[config.mk]
export PLATFORM = sky130hd
export DESIGN_NAME = pink_noise_filter_top
export DESIGN_NICKNAME = d
export VERILOG_FILES = /design/src/design/pnf_pkg.sv /design/src/design/pnf_serial_mult.sv /design/src/design/pnf_core.sv /design/src/design/pink_noise_filter_top.sv
export VERILOG_INCLUDE_DIRS = /design/src /design/src/design
export SDC_FILE = /design/constraint.sdc
export NUM_CORES = 1
export LEC_CHECK = 0
export ABC_AREA = 1
export BUFFER_PORTS_ARGS = -buffer_cell sky130_fd_sc_hd__buf_2
export CORE_MARGIN = 5
export CORE_UTILIZATION = 50
export CTS_CLUSTER_DIAMETER = 40
export CTS_CLUSTER_SIZE = 14
export DETAILED_ROUTE_END_ITERATION = 10
export PLACE_DENSITY_LB_ADDON = 0.2
export SLEW_MARGIN = 20
export SYNTH_ARGS = -nofsm -noshare
export SYNTH_HDL_FRONTEND = slang
export SYNTH_SLANG_ARGS = --single-unit
[constraint.sdc]
create_clock -name clock -period 5.3 [get_ports clock]
set_input_delay 1.06 -clock clock [delete_from_list [all_inputs] [get_ports clock]]
set_output_delay 1.06 -clock clock [all_outputs]
set_load 0.02 [all_outputs]
[src/design/pink_noise_filter_top_defines.svh]
// Assertion macros shared by the pink noise filter modules.
// Needs signals named clock and reset in the module that uses them.
`ifndef PINK_NOISE_FILTER_TOP_DEFINES_SVH
`define PINK_NOISE_FILTER_TOP_DEFINES_SVH

`ifndef SYNTHESIS

// same-cycle implication
`define PNF_ASSERT_IMP(lbl, ante, cons) \
   lbl: assert property (@(posedge clock) disable iff (reset) (ante) |-> (cons)) \
      else $error("pink noise filter check failed");

// next-cycle implication
`define PNF_ASSERT_NXT(lbl, ante, cons) \
   lbl: assert property (@(posedge clock) disable iff (reset) (ante) |=> (cons)) \
      else $error("pink noise filter check failed");

`else

`define PNF_ASSERT_IMP(lbl, ante, cons)
`define PNF_ASSERT_NXT(lbl, ante, cons)

`endif

`endif

[src/design/pnf_pkg.sv]
// Package for the pink noise filter: widths, coefficients, operation codes
// and the status structs passed between modules. No dependencies.
`default_nettype none

package pnf_pkg;

   localparam int PNF_STATE_WIDTH  = 32;
   localparam int PNF_SAMPLE_WIDTH = 16;
   localparam int PNF_COEF_WIDTH   = 18;
   localparam int PNF_COEF_FRAC    = 17;
   localparam int PNF_AMP_WIDTH    = 16;
   localparam int PNF_AMP_FRAC     = 12;
   localparam int PNF_NUM_POLES    = 6;
   localparam int PNF_OP_WIDTH     = 4;

   localparam logic [PNF_AMP_WIDTH-1:0] PNF_AMP_RESET = 16'd4096;

   // operation codes; codes below PNF_OP_DIRECT are the pole sections,
   // even = state times pole, odd = white times feed
   localparam logic [PNF_OP_WIDTH-1:0] PNF_OP_DIRECT = 4'd12;
   localparam logic [PNF_OP_WIDTH-1:0] PNF_OP_TAP    = 4'd13;
   localparam logic [PNF_OP_WIDTH-1:0] PNF_OP_NORM   = 4'd14;
   localparam logic [PNF_OP_WIDTH-1:0] PNF_OP_AMP    = 4'd15;

   typedef logic signed [PNF_COEF_WIDTH-1:0] pnf_coef_type;

   localparam pnf_coef_type PNF_POLE_GAIN [PNF_NUM_POLES] = '{
      18'sd130923, 18'sd130196, 18'sd127009, 18'sd113574, 18'sd72090, -18'sd99824
   };
   localparam pnf_coef_type PNF_POLE_FEED [PNF_NUM_POLES] = '{
      18'sd7277, 18'sd9840, 18'sd20166, 18'sd40696, 18'sd69855, -18'sd2215
   };
   localparam pnf_coef_type PNF_DIRECT_COEF = 18'sd70281;
   localparam pnf_coef_type PNF_TAP_COEF    = 18'sd15195;
   localparam pnf_coef_type PNF_NORM_COEF   = 18'sd14418;

   typedef struct packed {
      logic busy;
      logic last;
   } pnf_mul_stat_type;

   typedef struct packed {
      logic idle;
      logic res_valid;
   } pnf_core_stat_type;

   // fixed coefficient for an operation; the amplitude step is handled outside
   function automatic pnf_coef_type pnf_coef(input logic [PNF_OP_WIDTH-1:0] op);
      pnf_coef_type c;
      c = '0;
      if (op < PNF_OP_DIRECT) begin
         c = op[0] ? PNF_POLE_FEED[op[3:1]] : PNF_POLE_GAIN[op[3:1]];
      end else begin
         case (op)
            PNF_OP_DIRECT: c = PNF_DIRECT_COEF;
            PNF_OP_TAP:    c = PNF_TAP_COEF;
            PNF_OP_NORM:   c = PNF_NORM_COEF;
            default:       c = '0;
         endcase
      end
      return c;
   endfunction

endpackage

`default_nettype wire

[src/design/pnf_serial_mult.sv]
// Bit-serial signed multiplier: one coefficient bit per cycle, product
// collected in a single shift register. Uses pnf_pkg and the assertion macros.
`default_nettype none
`include "pink_noise_filter_top_defines.svh"

module pnf_serial_mult import pnf_pkg::*; #(
   parameter int MCAND_WIDTH = PNF_STATE_WIDTH + 3
) (
   input  wire logic                                         clock,
   input  wire logic                                         reset,
   input  wire logic                                         start,
   input  wire logic signed [MCAND_WIDTH-1:0]                mcand,
   input  wire pnf_coef_type                                 coef,
   output pnf_mul_stat_type                                  stat,
   output logic signed [MCAND_WIDTH+PNF_COEF_WIDTH:0]        product
);

   localparam int ProdWidth = MCAND_WIDTH + PNF_COEF_WIDTH + 1;
   localparam int CntWidth  = $clog2(PNF_COEF_WIDTH);

   logic [ProdWidth-1:0]            p_ff, p_in;
   logic signed [MCAND_WIDTH-1:0]   m_ff, m_in;
   logic [CntWidth-1:0]             cnt_ff, cnt_in;
   logic                            busy_ff, busy_in;

   logic                            last_step;
   logic signed [MCAND_WIDTH:0]     high_part;
   logic signed [MCAND_WIDTH:0]     m_ext;
   logic signed [MCAND_WIDTH:0]     addend;
   logic signed [MCAND_WIDTH:0]     sum;

   assign last_step = busy_ff && (cnt_ff == CntWidth'(PNF_COEF_WIDTH - 1));
   assign high_part = $signed(p_ff[ProdWidth-1:PNF_COEF_WIDTH]);
   assign m_ext     = {m_ff[MCAND_WIDTH-1], m_ff};
   // sign bit of the coefficient weighs negative
   assign addend    = p_ff[0] ? (last_step ? -m_ext : m_ext) : '0;
   assign sum       = high_part + addend;

   always_comb begin
      p_in    = p_ff;
      m_in    = m_ff;
      cnt_in  = cnt_ff;
      busy_in = busy_ff;
      if (start) begin
         p_in    = {{(MCAND_WIDTH + 1){1'b0}}, coef};
         m_in    = mcand;
         cnt_in  = '0;
         busy_in = 1'b1;
      end else if (busy_ff) begin
         p_in   = {sum[MCAND_WIDTH], sum, p_ff[PNF_COEF_WIDTH-1:1]};
         cnt_in = cnt_ff + 1'b1;
         if (last_step) begin
            busy_in = 1'b0;
         end
      end
   end

   always_ff @(posedge clock) begin
      if (reset) begin
         busy_ff <= 1'b0;
         cnt_ff  <= '0;
      end else begin
         busy_ff <= busy_in;
         cnt_ff  <= cnt_in;
      end
      p_ff <= p_in;
      m_ff <= m_in;
   end

   assign stat.busy = busy_ff;
   assign stat.last = last_step;
   assign product   = $signed(p_ff);

   `PNF_ASSERT_IMP(a_start_when_free, start, !busy_ff)
   `PNF_ASSERT_NXT(a_last_frees_unit, last_step, !busy_ff)

endmodule

`default_nettype wire

[src/design/pnf_core.sv]
// Filter sequencer: section states, tap, accumulator and the sixteen
// products per item run through pnf_serial_mult. Uses pnf_pkg.
`default_nettype none
`include "pink_noise_filter_top_defines.svh"

module pnf_core import pnf_pkg::*; #(
   parameter int STATE_WIDTH  = PNF_STATE_WIDTH,
   parameter int SAMPLE_WIDTH = PNF_SAMPLE_WIDTH
) (
   input  wire logic                              clock,
   input  wire logic                              reset,
   input  wire logic                              start,
   input  wire logic signed [SAMPLE_WIDTH-1:0]    white,
   input  wire logic [PNF_AMP_WIDTH-1:0]          amplitude,
   input  wire logic                              out_free,
   output pnf_core_stat_type                      stat,
   output logic signed [SAMPLE_WIDTH-1:0]         pink
);

   localparam int AccWidth   = STATE_WIDTH + 3;
   localparam int ProdWidth  = AccWidth + PNF_COEF_WIDTH + 1;
   localparam int YWidth     = AccWidth + 8;
   localparam int StateFrac  = STATE_WIDTH - 5;
   localparam int WhtShift   = SAMPLE_WIDTH - 1 + PNF_COEF_FRAC - StateFrac;
   localparam int WhtShiftR  = (WhtShift > 0) ? WhtShift : 0;
   localparam int WhtShiftL  = (WhtShift < 0) ? -WhtShift : 0;
   localparam int OutShift   = StateFrac - (SAMPLE_WIDTH - 1);
   localparam int OutShiftR  = (OutShift > 0) ? OutShift : 0;
   localparam int OutShiftL  = (OutShift < 0) ? -OutShift : 0;
   localparam int SampMax    = (1 << (SAMPLE_WIDTH - 1)) - 1;
   localparam int SampMin    = -SampMax - 1;

   localparam logic [2:0] ST_IDLE = 3'd0;
   localparam logic [2:0] ST_LOAD = 3'd1;
   localparam logic [2:0] ST_RUN  = 3'd2;
   localparam logic [2:0] ST_POST = 3'd3;
   localparam logic [2:0] ST_FIN  = 3'd4;

   logic [2:0]                       state_ff, state_in;
   logic [PNF_OP_WIDTH-1:0]          op_ff, op_in;
   logic signed [SAMPLE_WIDTH-1:0]   w_ff, w_in;
   logic signed [AccWidth-1:0]       acc_ff, acc_in;
   logic signed [AccWidth-1:0]       mid_ff, mid_in;
   logic signed [STATE_WIDTH-1:0]    tap_ff, tap_in;
   logic signed [STATE_WIDTH-1:0]    pole_ff [PNF_NUM_POLES];
   logic signed [STATE_WIDTH-1:0]    pole_in [PNF_NUM_POLES];

   logic [2:0]                       pole_idx;
   logic                             mul_start;
   logic signed [AccWidth-1:0]       mul_mcand;
   pnf_coef_type                     mul_coef;
   pnf_mul_stat_type                 mul_stat;
   logic signed [ProdWidth-1:0]      prod;

   logic signed [ProdWidth-1:0]      prod_coef;
   logic signed [ProdWidth-1:0]      prod_wht;
   logic signed [ProdWidth-1:0]      prod_amp;
   logic signed [STATE_WIDTH-1:0]    t_pole;
   logic signed [STATE_WIDTH-1:0]    t_wht;
   logic signed [AccWidth-1:0]       t_norm;
   logic signed [STATE_WIDTH:0]      pole_sum;
   logic signed [STATE_WIDTH-1:0]    pole_sat;
   logic signed [YWidth-1:0]         y_amp;
   logic signed [YWidth-1:0]         y_out;
   logic                             res_valid;

   assign pole_idx = op_ff[3:1];

   pnf_serial_mult #(
      .MCAND_WIDTH (AccWidth)
   ) u_mult (
      .clock   (clock),
      .reset   (reset),
      .start   (mul_start),
      .mcand   (mul_mcand),
      .coef    (mul_coef),
      .stat    (mul_stat),
      .product (prod)
   );

   // operand selection for the current operation
   always_comb begin
      if (op_ff < PNF_OP_DIRECT && !op_ff[0]) begin
         mul_mcand = AccWidth'(pole_ff[pole_idx]);
      end else if (op_ff == PNF_OP_NORM) begin
         mul_mcand = acc_ff;
      end else if (op_ff == PNF_OP_AMP) begin
         mul_mcand = mid_ff;
      end else begin
         mul_mcand = AccWidth'(w_ff);
      end
      mul_coef = (op_ff == PNF_OP_AMP) ? $signed(PNF_COEF_WIDTH'(amplitude))
                                       : pnf_coef(op_ff);
   end

   // product scaling; all shifts truncate toward minus infinity
   assign prod_coef = prod >>> PNF_COEF_FRAC;
   assign prod_wht  = (WhtShift >= 0) ? (prod >>> WhtShiftR) : (prod <<< WhtShiftL);
   assign prod_amp  = prod >>> PNF_AMP_FRAC;
   assign t_pole    = $signed(prod_coef[STATE_WIDTH-1:0]);
   assign t_wht     = $signed(prod_wht[STATE_WIDTH-1:0]);
   assign t_norm    = $signed(prod_coef[AccWidth-1:0]);

   assign pole_sum  = $signed({mid_ff[STATE_WIDTH-1], mid_ff[STATE_WIDTH-1:0]})
                      + $signed({t_wht[STATE_WIDTH-1], t_wht});
   assign pole_sat  = (pole_sum[STATE_WIDTH] != pole_sum[STATE_WIDTH-1])
                      ? {pole_sum[STATE_WIDTH], {(STATE_WIDTH-1){~pole_sum[STATE_WIDTH]}}}
                      : pole_sum[STATE_WIDTH-1:0];

   assign y_amp = $signed(prod_amp[YWidth-1:0]);
   assign y_out = (OutShift >= 0) ? (y_amp >>> OutShiftR) : (y_amp <<< OutShiftL);

   always_comb begin
      if (y_out > $signed(YWidth'(SampMax))) begin
         pink = $signed(SAMPLE_WIDTH'(SampMax));
      end else if (y_out < $signed(YWidth'(SampMin))) begin
         pink = $signed(SAMPLE_WIDTH'(SampMin));
      end else begin
         pink = y_out[SAMPLE_WIDTH-1:0];
      end
   end

   always_comb begin
      state_in  = state_ff;
      op_in     = op_ff;
      w_in      = w_ff;
      acc_in    = acc_ff;
      mid_in    = mid_ff;
      tap_in    = tap_ff;
      pole_in   = pole_ff;
      mul_start = 1'b0;
      res_valid = 1'b0;
      case (state_ff)
         ST_IDLE: begin
            if (start) begin
               w_in     = white;
               acc_in   = AccWidth'(tap_ff);
               op_in    = '0;
               state_in = ST_LOAD;
            end
         end
         ST_LOAD: begin
            mul_start = 1'b1;
            state_in  = ST_RUN;
         end
         ST_RUN: begin
            if (mul_stat.last) begin
               state_in = ST_POST;
            end
         end
         ST_POST: begin
            if (op_ff < PNF_OP_DIRECT) begin
               if (!op_ff[0]) begin
                  mid_in = AccWidth'(t_pole);
               end else begin
                  pole_in[pole_idx] = pole_sat;
                  acc_in            = acc_ff + AccWidth'(pole_sat);
               end
            end else begin
               case (op_ff)
                  PNF_OP_DIRECT: acc_in = acc_ff + AccWidth'(t_wht);
                  PNF_OP_TAP:    tap_in = t_wht;
                  PNF_OP_NORM:   mid_in = t_norm;
                  default:       mid_in = mid_ff;
               endcase
            end
            if (op_ff == PNF_OP_AMP) begin
               state_in = ST_FIN;
            end else begin
               op_in    = op_ff + 1'b1;
               state_in = ST_LOAD;
            end
         end
         ST_FIN: begin
            // hold the result until the output register is free
            if (out_free) begin
               res_valid = 1'b1;
               state_in  = ST_IDLE;
            end
         end
         default: state_in = ST_IDLE;
      endcase
   end

   always_ff @(posedge clock) begin
      if (reset) begin
         state_ff <= ST_IDLE;
         op_ff    <= '0;
         tap_ff   <= '0;
         for (int i = 0; i < PNF_NUM_POLES; i++) begin
            pole_ff[i] <= '0;
         end
      end else begin
         state_ff <= state_in;
         op_ff    <= op_in;
         tap_ff   <= tap_in;
         pole_ff  <= pole_in;
      end
      w_ff   <= w_in;
      acc_ff <= acc_in;
      mid_ff <= mid_in;
   end

   assign stat.idle      = (state_ff == ST_IDLE);
   assign stat.res_valid = res_valid;

   `PNF_ASSERT_IMP(a_accept_only_idle, start, state_ff == ST_IDLE)
   `PNF_ASSERT_IMP(a_result_has_room, res_valid, out_free)
   `PNF_ASSERT_IMP(a_run_keeps_mult_busy, state_ff == ST_RUN, mul_stat.busy)

endmodule

`default_nettype wire

[src/design/pink_noise_filter_top.sv]
// Pink noise filter top level: stream channels, amplitude register and
// output register around pnf_core. Uses pnf_pkg, pnf_core, pnf_serial_mult.
//
// Usage:
//   req_*  : one white sample per item (signed Q1.15 in tdata), tlast marks
//            the last sample of a block.
//   rsp_*  : one pink sample per item (signed Q1.15 in tdata), tlast copied.
//   csr_*  : write of the amplitude gain, unsigned Q4.12, 4096 = unity;
//            always ready, write it only while the filter is idle.
// Each item runs 16 products through one bit-serial multiplier, each in
// the load, a step for each coefficient bit, and the update; the result is
// then handed to the output register, which drives rsp_tvalid.
// A new item is accepted only once the previous one has moved to the output
// register, so items are not overlapped.
// If the receiver stalls, the result waits in the output register while the
// next item is computed; that item then holds until the register frees.
// Reset (synchronous, active high) clears all section states, the tap, the
// handshakes and sets the gain to unity.
`default_nettype none

module pink_noise_filter_top import pnf_pkg::*; #(
   parameter int STATE_WIDTH  = PNF_STATE_WIDTH,
   parameter int SAMPLE_WIDTH = PNF_SAMPLE_WIDTH
) (
   input  wire logic                                   clock,
   input  wire logic                                   reset,
   input  wire logic                                   req_tvalid,
   output logic                                        req_tready,
   // [SAMPLE_WIDTH-1:0] white_sample, rest zero
   input  wire logic [((SAMPLE_WIDTH + 7) / 8) * 8-1:0] req_tdata,
   input  wire logic                                   req_tlast,
   output logic                                        rsp_tvalid,
   input  wire logic                                   rsp_tready,
   // [SAMPLE_WIDTH-1:0] pink_sample, rest zero
   output logic [((SAMPLE_WIDTH + 7) / 8) * 8-1:0]      rsp_tdata,
   output logic                                        rsp_tlast,
   input  wire logic                                   csr_valid,
   output logic                                        csr_ready,
   input  wire logic [PNF_AMP_WIDTH-1:0]               csr_data
);

   localparam int DataWidth = ((SAMPLE_WIDTH + 7) / 8) * 8;

   logic [PNF_AMP_WIDTH-1:0]        amp_ff, amp_in;
   logic                            eob_ff, eob_in;
   logic                            rsp_valid_ff, rsp_valid_in;
   logic [SAMPLE_WIDTH-1:0]         rsp_data_ff, rsp_data_in;
   logic                            rsp_last_ff, rsp_last_in;

   pnf_core_stat_type               core_stat;
   logic signed [SAMPLE_WIDTH-1:0]  core_pink;
   logic                            req_accept;
   logic                            out_free;

   assign req_tready = core_stat.idle;
   assign req_accept = req_tvalid && core_stat.idle;
   assign out_free   = !rsp_valid_ff || rsp_tready;
   assign csr_ready  = 1'b1;

   pnf_core #(
      .STATE_WIDTH  (STATE_WIDTH),
      .SAMPLE_WIDTH (SAMPLE_WIDTH)
   ) u_core (
      .clock     (clock),
      .reset     (reset),
      .start     (req_accept),
      .white     ($signed(req_tdata[SAMPLE_WIDTH-1:0])),
      .amplitude (amp_ff),
      .out_free  (out_free),
      .stat      (core_stat),
      .pink      (core_pink)
   );

   always_comb begin
      amp_in       = amp_ff;
      eob_in       = eob_ff;
      rsp_valid_in = rsp_valid_ff;
      rsp_data_in  = rsp_data_ff;
      rsp_last_in  = rsp_last_ff;
      if (csr_valid) begin
         amp_in = csr_data;
      end
      if (req_accept) begin
         eob_in = req_tlast;
      end
      if (core_stat.res_valid) begin
         rsp_valid_in = 1'b1;
         rsp_data_in  = core_pink;
         rsp_last_in  = eob_ff;
      end else if (rsp_tready) begin
         // drop the item once taken
         rsp_valid_in = 1'b0;
      end
   end

   always_ff @(posedge clock) begin
      if (reset) begin
         amp_ff       <= PNF_AMP_RESET;
         rsp_valid_ff <= 1'b0;
      end else begin
         amp_ff       <= amp_in;
         rsp_valid_ff <= rsp_valid_in;
      end
      eob_ff      <= eob_in;
      rsp_data_ff <= rsp_data_in;
      rsp_last_ff <= rsp_last_in;
   end

   assign rsp_tvalid = rsp_valid_ff;
   assign rsp_tdata  = DataWidth'(rsp_data_ff);
   assign rsp_tlast  = rsp_last_ff;

endmodule

`default_nettype wire
### Yosys cells after proc, flatten, opt, wreduce, memory -nomap -nowiden

Memories as Yosys holds them, arrays and structs flattened.
Index checks and enable logic that the tools add are counted.

| word-level totals | value |
|---|---|
| output and inout bits | 20 |
| memory bits (read-only) | 288 |
| flip-flop bits (word level) | 446 |
| word-level logic and storage cells | 123 |
| memories kept | 2 |

Memories:

| name | depth | bits a word | read ports | clocked after memory_dff | wr ports | line | text |
|---|---|---|---|---|---|---|---|
| (no name shown) | 8 | 18 | 1 | 0 | 0 | pnf_pkg.sv:52 | `c = op[0] ? PNF_POLE_FEED[op[3:1]] : PNF_POLE_GAIN[op[3:1]];` |
| (no name shown) | 8 | 18 | 1 | 0 | 0 | pnf_pkg.sv:52 |  |

| operators by class | value |
|---|---|
| bitwise logic cells | 3 |
| add/subtract/negate cells | 7 |
| $lt $le $gt $ge | 5 |
| equality and inequality tests | 17 |
| reductions and logical operators | 20 |
| mux-type cells | 47 |

Operator list:

| cell | count |
|---|---|
| $mux W35 | 10 |
| $bwmux W192 | 1 |
| $mux W18 | 9 |
| $mux W32 | 4 |
| $bmux W32 S3 | 1 |
| $demux W32 S3 | 1 |
| $mux W36 | 2 |
| $add A35 B32 Y35 | 2 |
| $pmux W35 S2 | 1 |
| $pmux W17 S3 | 1 |
| $add A35 B36 Y36 | 1 |
| $neg A36 Y36 | 1 |
| $add A32 B32 Y33 | 1 |
| $gt A29 B16 Y1 const B | 1 |
| $lt A29 B16 Y1 const B | 1 |
| $eq A4 B4 Y1 const B | 4 |
| $mux W16 | 1 |
| $pmux W3 S5 | 1 |
| $reduce_and A3 Y1 | 5 |
| $mux W3 | 4 |
| $mux W1 | 8 |
| $mux W4 | 2 |
| $ne A2 B2 Y1 const B | 4 |
| $pmux W4 S2 | 1 |
| other kinds (22) | 32 |

### Longest topological paths before layout

Gate-level depths: netlist of the first run.

| depth | value |
|---|---|
| depth after elaboration | 8 |
| gate-level depth with buffers | 32 |
| gate-level depth less buffers | 31 |

### Hierarchy

A second synthesis of the first run with hierarchy kept.

| second synthesis, totals | value |
|---|---|
| cells, all modules | 3780 |
| area total of the unflattened synthesis | 27303.7 sq um |

Modules (own cells, without submodules):

| module | times used | cells an instance | sequential area each (sq um) | area each (sq um) |
|---|---|---|---|---|
| pnf_core | 1 | 2658 | 7206.9 | 19125.8 |
| pnf_serial_mult | 1 | 1026 | 2412.3 | 7030.5 |
| pink_noise_filter_top | 1 | 96 | 880.8 | 1147.4 |

### Worst setup path before layout of the first run

Ideal clock, no wire load.

| timing path | value |
|---|---|
| path type | register -> register |
| from | reg u_core.u_mult.p_ff[5] (netlist: u_core.u_mult.product[5]) |
| to | reg u_core.acc_ff[22], data pin |
| cell stages (with the launch flop) | 29 |
| data required time | 5.033 ns |
| period minus slack after synthesis | 4.283 ns |
| arrival | 4.016 ns |
| buffers on the path | 1 |
| setup slack | 1.017 ns |
| cell sequence | edfxtp_1 > ha_1 > fa_1 > nand2_1 > nand2_1 > nand3_1 > nand2_2 > nand2_1 > nand2_2 > nand2_2 > nand2_2 > nand2_4 > nand2_4 > nand2_4 > buf_6 > nand2_2 > nand2_4 > o21ai_2 > ha_1 > fa_1 > nand3_1 > nand2_1 > a21oi_1 > o21ai_0 > a21o_1 > nand2_1 > nand2_1 > xor2_1 > o21ai_0 |

| on the way | value |
|---|---|
| cells in the longest elaborated chain, start to end | 7 |
| elaborated cells between the ends (all ways) | 10 |

RTL lines:

| item | line | text |
|---|---|---|
| from (decl) | pnf_serial_mult.sv:21 | `logic [ProdWidth-1:0] p_ff, p_in;` |
| from (signal assigned) | pnf_serial_mult.sv:66 | `p_ff <= p_in;` |
| $add A32 B32 Y33 | pnf_core.sv:105 | `+ $signed({t_wht[STATE_WIDTH-1], t_wht});` |
| $ne A1 B1 Y1 or $not A1 Y1 (tied branches) | pnf_core.sv:106, pnf_core.sv:107 |  |
| $mux W32 | pnf_core.sv:107 | `? {pole_sum[STATE_WIDTH], {(STATE_WIDTH-1){~pole_sum[STATE_WIDTH]}}}` |
| $add A35 B32 Y35 | pnf_core.sv:157 | `acc_in = acc_ff + AccWidth'(pole_sat);` |
| $mux W35 | pnf_core.sv:153 | `if (!op_ff[0]) begin` |
| $mux W35 (*) | pnf_core.sv:152 | `if (op_ff < PNF_OP_DIRECT) begin` |
| $pmux W35 S2 (*) | pnf_core.sv:133 | `case (state_ff)` |
| via u_core.acc_in[22] | pnf_core.sv:42 | `logic signed [AccWidth-1:0] acc_ff, acc_in;` |
| to (signal assigned) | pnf_core.sv:200 | `acc_ff <= acc_in;` |
| to (decl) | pnf_core.sv:42 |  |

The timed path passes the listed nets; every way through them passes the cells marked *. The select of a mux whose other input is x is not followed.
A chain may end at the register's enable or synchronous reset.

### Worst setup path in the final report of the first run

| timing path | value |
|---|---|
| from | reg u_core.u_mult.p_ff[5] (netlist: u_core.u_mult.product[5]) |
| to | reg u_core.acc_ff[33], data pin |

The elaborated chain is that of the path after synthesis.

==> key figures, run 1 <==
Run status
  – Status: complete, no violations

Setup path
  – Startpoint types: register
  – Critical Path Max Stage Delay: around 480 ps
  – Reg-to-reg startpoint: u_core.u_mult.product[5]$_DFFE_PP_
  – Top fanout value on the critical path: 11
  – Slowest stage cell on the critical path: sky130_fd_sc_hd__o21ai_0
  – Critical setup path kind: register to register
  – Destination of the critical timing path: u_core.acc_ff[33]$_DFFE_PP_
  – Critical Path AT: 5410 ps
  – Cell breakdown of the critical path: ha_1 -> fa_1 -> nand2_1 -> nand2_1 -> nand3_1 -> nand2_2 -> nand2_1 -> nand2_2 -> nand2_2 -> nand3_2 -> nand4_4 -> buf_4 -> nand2_1 -> o21ai_0 -> ha_1 -> nand2_1 -> nor3_1 -> nand2_1 -> nor2_1 -> nand3_1 -> nand3_1 -> a21oi_1 -> o21ai_0 -> nand2_1
  – Critical path origin: u_core.u_mult.product[5]$_DFFE_PP_
  – Library cell appearing most often on the critical path: sky130_fd_sc_hd__nand2_1
  – Register-to-Register Setup Slack: 250 ps
  – Worst reg2reg endpoint: u_core.acc_ff[33]$_DFFE_PP_
  – Worst EP required: 5660 ps
  – Critical Path Sink Type: register
  – Cell depth of the worst flop-to-flop path: 24

Run
  – Max-cap violations: 0

Global route
  – Wire length of the first global-routing pass: between 100000 and 150000 um
  – Initial antenna violation count: 4
  – Aggregate global routing overflow: 0
  – GRT Resource Usage Total: 31.6%
  – Via count of the first global-routing pass: roughly 24000
  – Pin count of the biggest net entering global routing: 120

Floorplanning
  – Effective utilization at floorplan: 50.3%
  – Top Ports: 58
  – Die width: 242 um
  – Die height: approximately 240 um
  – Full die area: a little under 60000 um2
  – Area of the core region: ~54000 um2
  – Std cell rows: 85

Timing
  – Fin Setup TNS: 0 ps
  – Worst clock skew: 32.9 ps
  – Count of endpoints failing hold in the final timing report: 0
  – Worst slew margin relative to its limit: between 20% and 30%
  – Total of endpoints with negative setup slack in the final report: 0
  – Smallest setup slack after layout: 251 ps
  – Setup repair after global routing missed its margin: no
  – Max Freq: approximately 200 MHz
  – Tcrit/Tclk final: a little over nine tenths
  – Count of pins over their slew limit: 0
  – Actual slew at the worst max-slew pin: 1150 ps
  – Final critical path time including I/O delays and setup: slightly above 5000 ps

Yosys
  – Post-synthesis sequential element count: around 450
  – Cell count after synthesis: about 3400
  – Number of enable-type register cells in the synthesized netlist: around 160
  – Async SR Flop Fraction: 0%
  – Synthesized net count: between 3000 and 4000
  – Most common flop cell mapped by yosys: sky130_fd_sc_hd__dfxtp_1
  – Count of different cell masters after synthesis: 64
  – Post-Syn Area per Cell: about 7.9 um2
  – Cell Area, Synth: 27000 um2
  – Count of synthesis-stage warnings from yosys: 0
  – Sequential share of the synthesized area: between 30% and 40%

Finish
  – Fraction of final layout cells sized beyond drive strength 1: around 17%
  – Finished Core Util: 57.4%
  – Commonest non-fill, non-tap cells in the layout: 587 x sky130_fd_sc_hd__nand2_1, 413 x sky130_fd_sc_hd__o21ai_0, 289 x sky130_fd_sc_hd__dfxtp_1
  – Most common cell after layout, fill and taps aside: sky130_fd_sc_hd__nand2_1
  – Final design instance area without fill: 30800 um2
  – Count of nets after finishing: around 3600
  – Synth-to-Final Area Change: 14.0%

Pwr
  – Total power: roughly 20 mW
  – Sequential Power Share: between 20% and 30%
  – Static leakage: roughly 13 nW
  – Internal power contribution: 10.4 mW
  – Gate power share: approximately 53%
  – IR Drop Worst-Case VDD: 0.000488 V
  – Sw Ratio: between 40% and 50%
  – Clock network fraction of total power: around 25%
  – Pwr per Cell Area: 657 nW/um2
  – Switching power of the nets: just under 10 mW

Drt
  – DRC violation count after routing: 0
  – Average routed wire per standard cell: 22.9 um
  – Routed WL: between 90000 and 100000 um
  – Via Count: 25200
  – Routed via count divided by cell count: between 5 and 6
  – Post-detailed-route count of antenna-violating nets: 0
  – TritonRoute pass-1 iters: 6
  – First-iteration detailed-routing DRC count: 2780

Min path
  – Worst hold path depth: 0
  – Worst hold-check path type: register to register

CTS
  – H-tree levels: 3
  – Clock latency on the worst-skew pair: between 600 and 700 ps
  – Root Driver: sky130_fd_sc_hd__clkbuf_16
  – Clock slew at reported path FFs: around 50 ps
  – Max Root-Sink Buffers: 3
  – TritonCTS Buffers: 79
  – TritonCTS clock tree: done
  – Clock sink count: ~450

Place
  – Final weighted congestion of routability-driven global placement: about 0.99
  – Area of placed instances: roughly 28000 um2
  – Pre-CTS setup slack: 301 ps
  – Number of buffers inserted by port buffering: 56
  – HPWL after detailed placement: between 70000 and 80000 um
[final cells by class]
| type | count | area, um2 |
|---|---|---|
| multi-input combinational | 2500 | 14700 |
| clock buffer | 88 | 2030 |
| sequential | 446 | 10500 |
| antenna | 1 | 2.50 |
| timing repair buffer | 129 | 878 |
| clock inverter | 58 | 602 |
| tap | 696 | 871 |
| inverter | 304 | 1150 |
| fill | 4999 | 22800 |
[state kept, by name, summed over array words and instances (netlist names)]
| name | count |
|---|---|
| amp_ff | 16 |
| eob_ff | 1 |
| rsp_tdata | 16 |
| rsp_tlast | 1 |
| rsp_tvalid | 1 |
| u_core.acc_ff | 35 |
| u_core.mid_ff | 35 |
| u_core.op_ff | 4 |
| u_core.pole_ff | 192 |
| u_core.state_ff | 3 |
| u_core.tap_ff | 32 |
| u_core.u_mult.busy_ff | 1 |
| u_core.u_mult.cnt_ff | 5 |
| u_core.u_mult.m_ff | 35 |
| u_core.u_mult.product | 53 |
| u_core.w_ff | 16 |
[per-layer routing]
metal / share of wire, % / routed length, um / track usage, %
met4: 3.1 / 3030 / 10.5
met2: 44 / 43100 / 49.6
met5: 0.013 / 13 / 0
met1: 44 / 42600 / 44.4
met3: 8.3 / 8040 / 5.70
[worst min-delay path by stage]
stage                                start                  end
final                     eob_ff$_DFFE_PP_  rsp_tlast$_DFFE_PP_
after CTS                 eob_ff$_DFFE_PP_  rsp_tlast$_DFFE_PP_
after detailed placement  eob_ff$_DFFE_PP_  rsp_tlast$_DFFE_PP_
after floorplan           eob_ff$_DFFE_PP_  rsp_tlast$_DFFE_PP_
after global routing      eob_ff$_DFFE_PP_  rsp_tlast$_DFFE_PP_
after global placement    eob_ff$_DFFE_PP_  rsp_tlast$_DFFE_PP_
[critical path: cells and delay by family, from the launching register on]
| family | cells | cell delay [ps] |
|---|---|---|
| adders and majority gates | 3 | 970 |
| buffers and inverters | 1 | 470 |
| and+or+nand+nor | 17 | 2240 |
| AOI/OAI and AO/OA | 3 | 640 |
| DFF | 1 | 440 |
[cells in the mapped netlist (9+ instances only)]
library cell               number  area [um2]
sky130_fd_sc_hd__o21ai_1       33         165
sky130_fd_sc_hd__nor2_1       287        1080
sky130_fd_sc_hd__ha_1         119        1490
sky130_fd_sc_hd__clkbuf_1     109         409
sky130_fd_sc_hd__o21a_1        10        75.1
sky130_fd_sc_hd__o211ai_1      30         225
sky130_fd_sc_hd__buf_2         37         185
sky130_fd_sc_hd__nand4_1       40         250
sky130_fd_sc_hd__dfxtp_1      289        5790
sky130_fd_sc_hd__xnor2_1       33         289
sky130_fd_sc_hd__a21oi_2      158        1380
sky130_fd_sc_hd__nand3b_1       9        67.6
sky130_fd_sc_hd__xor2_1        27         236
sky130_fd_sc_hd__or2_2         17         106
sky130_fd_sc_hd__nor3_1        37         185
sky130_fd_sc_hd__a22oi_1       39         293
sky130_fd_sc_hd__o21ai_2       18         158
sky130_fd_sc_hd__inv_2         13        48.8
sky130_fd_sc_hd__a21o_1        18         135
sky130_fd_sc_hd__nand3_1      111         556
sky130_fd_sc_hd__a211oi_1       9        67.6
sky130_fd_sc_hd__a21oi_1      282        1410
sky130_fd_sc_hd__nand2_2       15        93.8
sky130_fd_sc_hd__a221oi_1      16         140
sky130_fd_sc_hd__nand2_4       41         462
sky130_fd_sc_hd__inv_1        288        1080
sky130_fd_sc_hd__o21bai_1      28         210
sky130_fd_sc_hd__o21ai_0      413        2070
sky130_fd_sc_hd__nand2_8       20         400
sky130_fd_sc_hd__nand2_1      587        2200
sky130_fd_sc_hd__a31oi_1       17         106
sky130_fd_sc_hd__edfxtp_1     157        4710
[stage by stage]
stage	hold slack, ps	instances
after floorplan	400	3409
after detailed placement	425	4075
after CTS	433	4221
after global routing	446	4221
final	428	4222
after global placement	433	4075
[power groups by stage]
stage | combinational (mW) | clock (mW) | sequential, mW
3_5_place_dp | 10.5 | 0 | 4.42
3_3_place_gp | 10.5 | 0 | 4.42
6_report | 10.8 | 5.05 | 4.38
5_1_grt | 11.6 | 5.29 | 4.38
4_1_cts | 10.6 | 5.11 | 4.35
2_1_floorplan | 7.38 | 0 | 4.24
[logic make-up after synthesis]
group	share of synthesized area (%)
compound gates	25.2
xor+xnor	1.95
fa+ha+maj	5.74
buf+inv	6.87
flops	38.9
mux	0.0371
other cells	0.0139
simple gates	21.3
[timing repair]
item / CTS / global route
endpoints found under the setup margin: 0 / 7
setup buffers: 0 / 0
hold buffers: 0 / 0
gates resized for setup: 0 / 2
Note: power is estimated with default switching activity, not from simulation.
==> run 2, diff against run 1 <==
PLACE_DENSITY = 0.67   (was unset)
PLACE_DENSITY_LB_ADDON = unset   (was 0.2)
==> run 2 against run 1 <==
Effect of this change:
- sequential share of layout area fell by 0.18 points
- critical path depth is 3 higher
- first-iteration DRC count decreased by 2.0%
- wire length is 3.3% higher
- die area stayed put
- non-clock buffer count is 12 higher
- design area increased by 0.54%
- clock power about the same
- clock-buffer cell count grew 6
- clock skew is 3.2 ps lower
- largest cell class unchanged
==> key figures, run 2 (same netlist as run 1, synthesis figures left out) <==
Finish
  – Final design instance area without fill: 30900 um2 (was 30800 um2)
  – Synth-to-Final Area Change: 14.6% (was 14.0%)
  – Commonest non-fill, non-tap cells in the layout: 587 x sky130_fd_sc_hd__nand2_1, 413 x sky130_fd_sc_hd__o21ai_0, 289 x sky130_fd_sc_hd__dfxtp_1 (unchanged)
  – Non-filler instance count after layout: 4224 (was 4222)
  – Fraction of final layout cells sized beyond drive strength 1: 16.6% (was 16.7%)
  – Register with the most flip-flops: u_core.pole_ff (unchanged)
  – Count of nets after finishing: 3626 (was 3620)
  – Number of flip-flops under the largest register name: 192 (unchanged)
  – Most common cell after layout, fill and taps aside: sky130_fd_sc_hd__nand2_1 (unchanged)

Pwr
  – Pwr per Cell Area: 668 nW/um2 (was 657 nW/um2)
  – Static leakage: 12.9 nW (about the same)
  – IR Drop Worst-Case VDD: 0.000309 V (was 0.000488 V)

Global route
  – GRT Resource Usage Total: 32.8% (was 31.6%)
  – Pin count of the biggest net entering global routing: 147 (was 120)
  – Initial antenna violation count: 4 (unchanged)
  – Aggregate global routing overflow: 0 (unchanged)
  – Via count of the first global-routing pass: 24100 (was 23900)
  – Wire length of the first global-routing pass: 149000 um (was 146000 um)

CTS
  – Root Driver: sky130_fd_sc_hd__clkbuf_16 (unchanged)
  – H-tree levels: 3 (unchanged)
  – Clock latency on the worst-skew pair: 630 ps (was 620 ps)
  – Max Root-Sink Buffers: 3 (unchanged)
  – TritonCTS clock tree: done (unchanged)
  – Clock slew at reported path FFs: 50 ps (about the same)
  – TritonCTS Buffers: 73 (was 79)
  – Clock sink count: 446 (unchanged)

Timing
  – Max Freq: 202 MHz (was 198 MHz)
  – Worst slack on hold paths: 430 ps (was 428 ps)
  – Count of endpoints failing hold in the final timing report: 0 (unchanged)
  – Total of endpoints with negative setup slack in the final report: 0 (unchanged)
  – Tcrit/Tclk final: 93.4% (was 95.3%)
  – Fin Setup TNS: 0 ps (unchanged)
  – Worst clock skew: 29.7 ps (was 32.9 ps)
  – Worst slew margin relative to its limit: 32.4% (was 23.4%)
  – Actual slew at the worst max-slew pin: 1010 ps (was 1150 ps)
  – Count of pins over their slew limit: 0 (unchanged)
  – Setup repair after global routing missed its margin: no (unchanged)
  – Final critical path time including I/O delays and setup: 4950 ps (was 5050 ps)
  – Smallest setup slack after layout: 352 ps (was 251 ps)

Floorplanning
  – Die height: 242 um (unchanged)
  – Die width: 242 um (unchanged)
  – Area of the core region: 53600 um2 (unchanged)
  – Effective utilization at floorplan: 50.3% (unchanged)
  – Top Ports: 58 (unchanged)
  – Std cell rows: 85 (unchanged)
  – Full die area: 58700 um2 (unchanged)

Drt
  – Routed WL: 100000 um (was 96800 um)
  – First-iteration detailed-routing DRC count: 2725 (was 2780)
  – Via Count: 25200 (about the same)
  – Post-detailed-route count of antenna-violating nets: 0 (unchanged)
  – Average routed wire per standard cell: 23.7 um (was 22.9 um)
  – Routed via count divided by cell count: 5.97 (about the same)
  – TritonRoute pass-1 iters: 7 (was 6)
  – DRC violation count after routing: 0 (unchanged)

Place
  – Placed insts: 4083 (was 4075)
  – HPWL after detailed placement: 75400 um (was 72300 um)
  – Pre-CTS setup slack: 151 ps (was 301 ps)
  – Number of buffers inserted by port buffering: 56 (unchanged)
  – Final weighted congestion of routability-driven global placement: 0.986 (was 0.995)
  – Area of placed instances: 28200 um2 (was 28100 um2)

Setup path
  – Worst EP required: 5670 ps (was 5660 ps)
  – Critical Path Sink Type: register (unchanged)
  – Critical Path AT: 5310 ps (was 5410 ps)
  – Critical path origin: u_core.u_mult.product[5]$_DFFE_PP_ (unchanged)
  – Top fanout value on the critical path: 12 (was 11)
  – Reg-to-reg startpoint: u_core.u_mult.product[5]$_DFFE_PP_ (unchanged)
  – Critical setup path kind: register to register (unchanged)
  – Startpoint types: register (unchanged)

Min path
  – Hold wc startpoint: eob_ff$_DFFE_PP_ (unchanged)
  – Worst hold-check path type: register to register (unchanged)

Run status
  – Status: complete, no violations (unchanged)

Run
  – Max-cap violations: 0 (unchanged)
## run 2: cell types whose count changed in the layout (fill, tap and decap cells not counted), moves of 2 or more
| cell | delta |
|---|---|
| sky130_fd_sc_hd__inv_8 | -5 |
| sky130_fd_sc_hd__buf_4 | +6 |
| sky130_fd_sc_hd__bufinv_16 | +5 |
| sky130_fd_sc_hd__clkbuf_8 | +5 |
| sky130_fd_sc_hd__buf_12 | +5 |
| sky130_fd_sc_hd__clkinv_4 | -4 |
| sky130_fd_sc_hd__inv_6 | -15 |
| sky130_fd_sc_hd__clkbuf_1 | +4 |
| sky130_fd_sc_hd__clkbuf_16 | -3 |
| sky130_fd_sc_hd__inv_16 | +2 |
## run 2: area by class of cell
cell class,count,area (um2)
sequential,446,10500
tap,696,871
clock buffer,94,2040
inverter,304,1150
clock inverter,41,589
timing repair buffer,141,1030
fill,4955,22700
multi-input combinational,2500,14700
antenna,2,5.00
## run 2: critical path, stage by stage, from the launching register on
cell	delay (ps)
sky130_fd_sc_hd__edfxtp_1	440
sky130_fd_sc_hd__ha_1	260
sky130_fd_sc_hd__fa_1	410
sky130_fd_sc_hd__nand2_1	80
sky130_fd_sc_hd__nand2_1	80
sky130_fd_sc_hd__nand3_1	100
sky130_fd_sc_hd__nand2_2	90
sky130_fd_sc_hd__nand2_1	90
sky130_fd_sc_hd__nand2_2	90
sky130_fd_sc_hd__nand2_2	100
sky130_fd_sc_hd__nand3_2	140
sky130_fd_sc_hd__nand2_4	180
sky130_fd_sc_hd__nand2_8	160
sky130_fd_sc_hd__buf_12	220
sky130_fd_sc_hd__buf_4	210
sky130_fd_sc_hd__nand2_8	80
sky130_fd_sc_hd__nand2_8	90
sky130_fd_sc_hd__o21ai_2	280
sky130_fd_sc_hd__ha_1	370
sky130_fd_sc_hd__a21oi_1	180
sky130_fd_sc_hd__inv_1	70
sky130_fd_sc_hd__nor2_1	180
sky130_fd_sc_hd__o21ai_0	120
sky130_fd_sc_hd__a21oi_1	130
sky130_fd_sc_hd__nand2_1	90
sky130_fd_sc_hd__or2_2	280
sky130_fd_sc_hd__nand3_1	80
sky130_fd_sc_hd__nand2_1	60
## run 2: path summary, 6_finish.rpt
kind	end	slack [ps]	cells past startpoint
hold / removal	rsp_tlast$_DFFE_PP_	430	0
setup / recovery	u_core.acc_ff[27]$_DFFE_PP_	350	27
hold reg to reg	rsp_tlast$_DFFE_PP_	430	0
setup reg to reg	u_core.acc_ff[27]$_DFFE_PP_	350	27
## run 2: what timing repair did
| item | 4_1_cts | 5_1_grt |
|---|---|---|
| buffers inserted | 0 | 3 |
| hold buffers | 0 | 0 |
| gates resized for setup | 0 | 4 |
| endpoints found under the setup margin | 0 | 7 |
## run 2: per-stage QoR
stage | util [%] | total power [mW]
floorplan | - | 11.6
global placement | 52.7 | 15.4
detailed placement | 52.7 | 15.4
CTS | 57.6 | 20.5
global route | 57.7 | 21.7
finish | 57.7 | 20.7
## run 2: metal layers
metal	GRT usage (%)	up-vias	wire length (um)
met1	44.3	12000	42400
met2	52.1	1110	44800
met3	5.86	217	8270
met4	13.8	2	4440
met5	0	-	13
li1	-	11900	-
## run 2: power breakdown
| part | internal, mW | switching (mW) |
|---|---|---|
| clock | 3.22 | 1.84 |
| sequential | 3.98 | 0.392 |
| combinational | 3.55 | 7.67 |
| total | 10.7 | 9.91 |
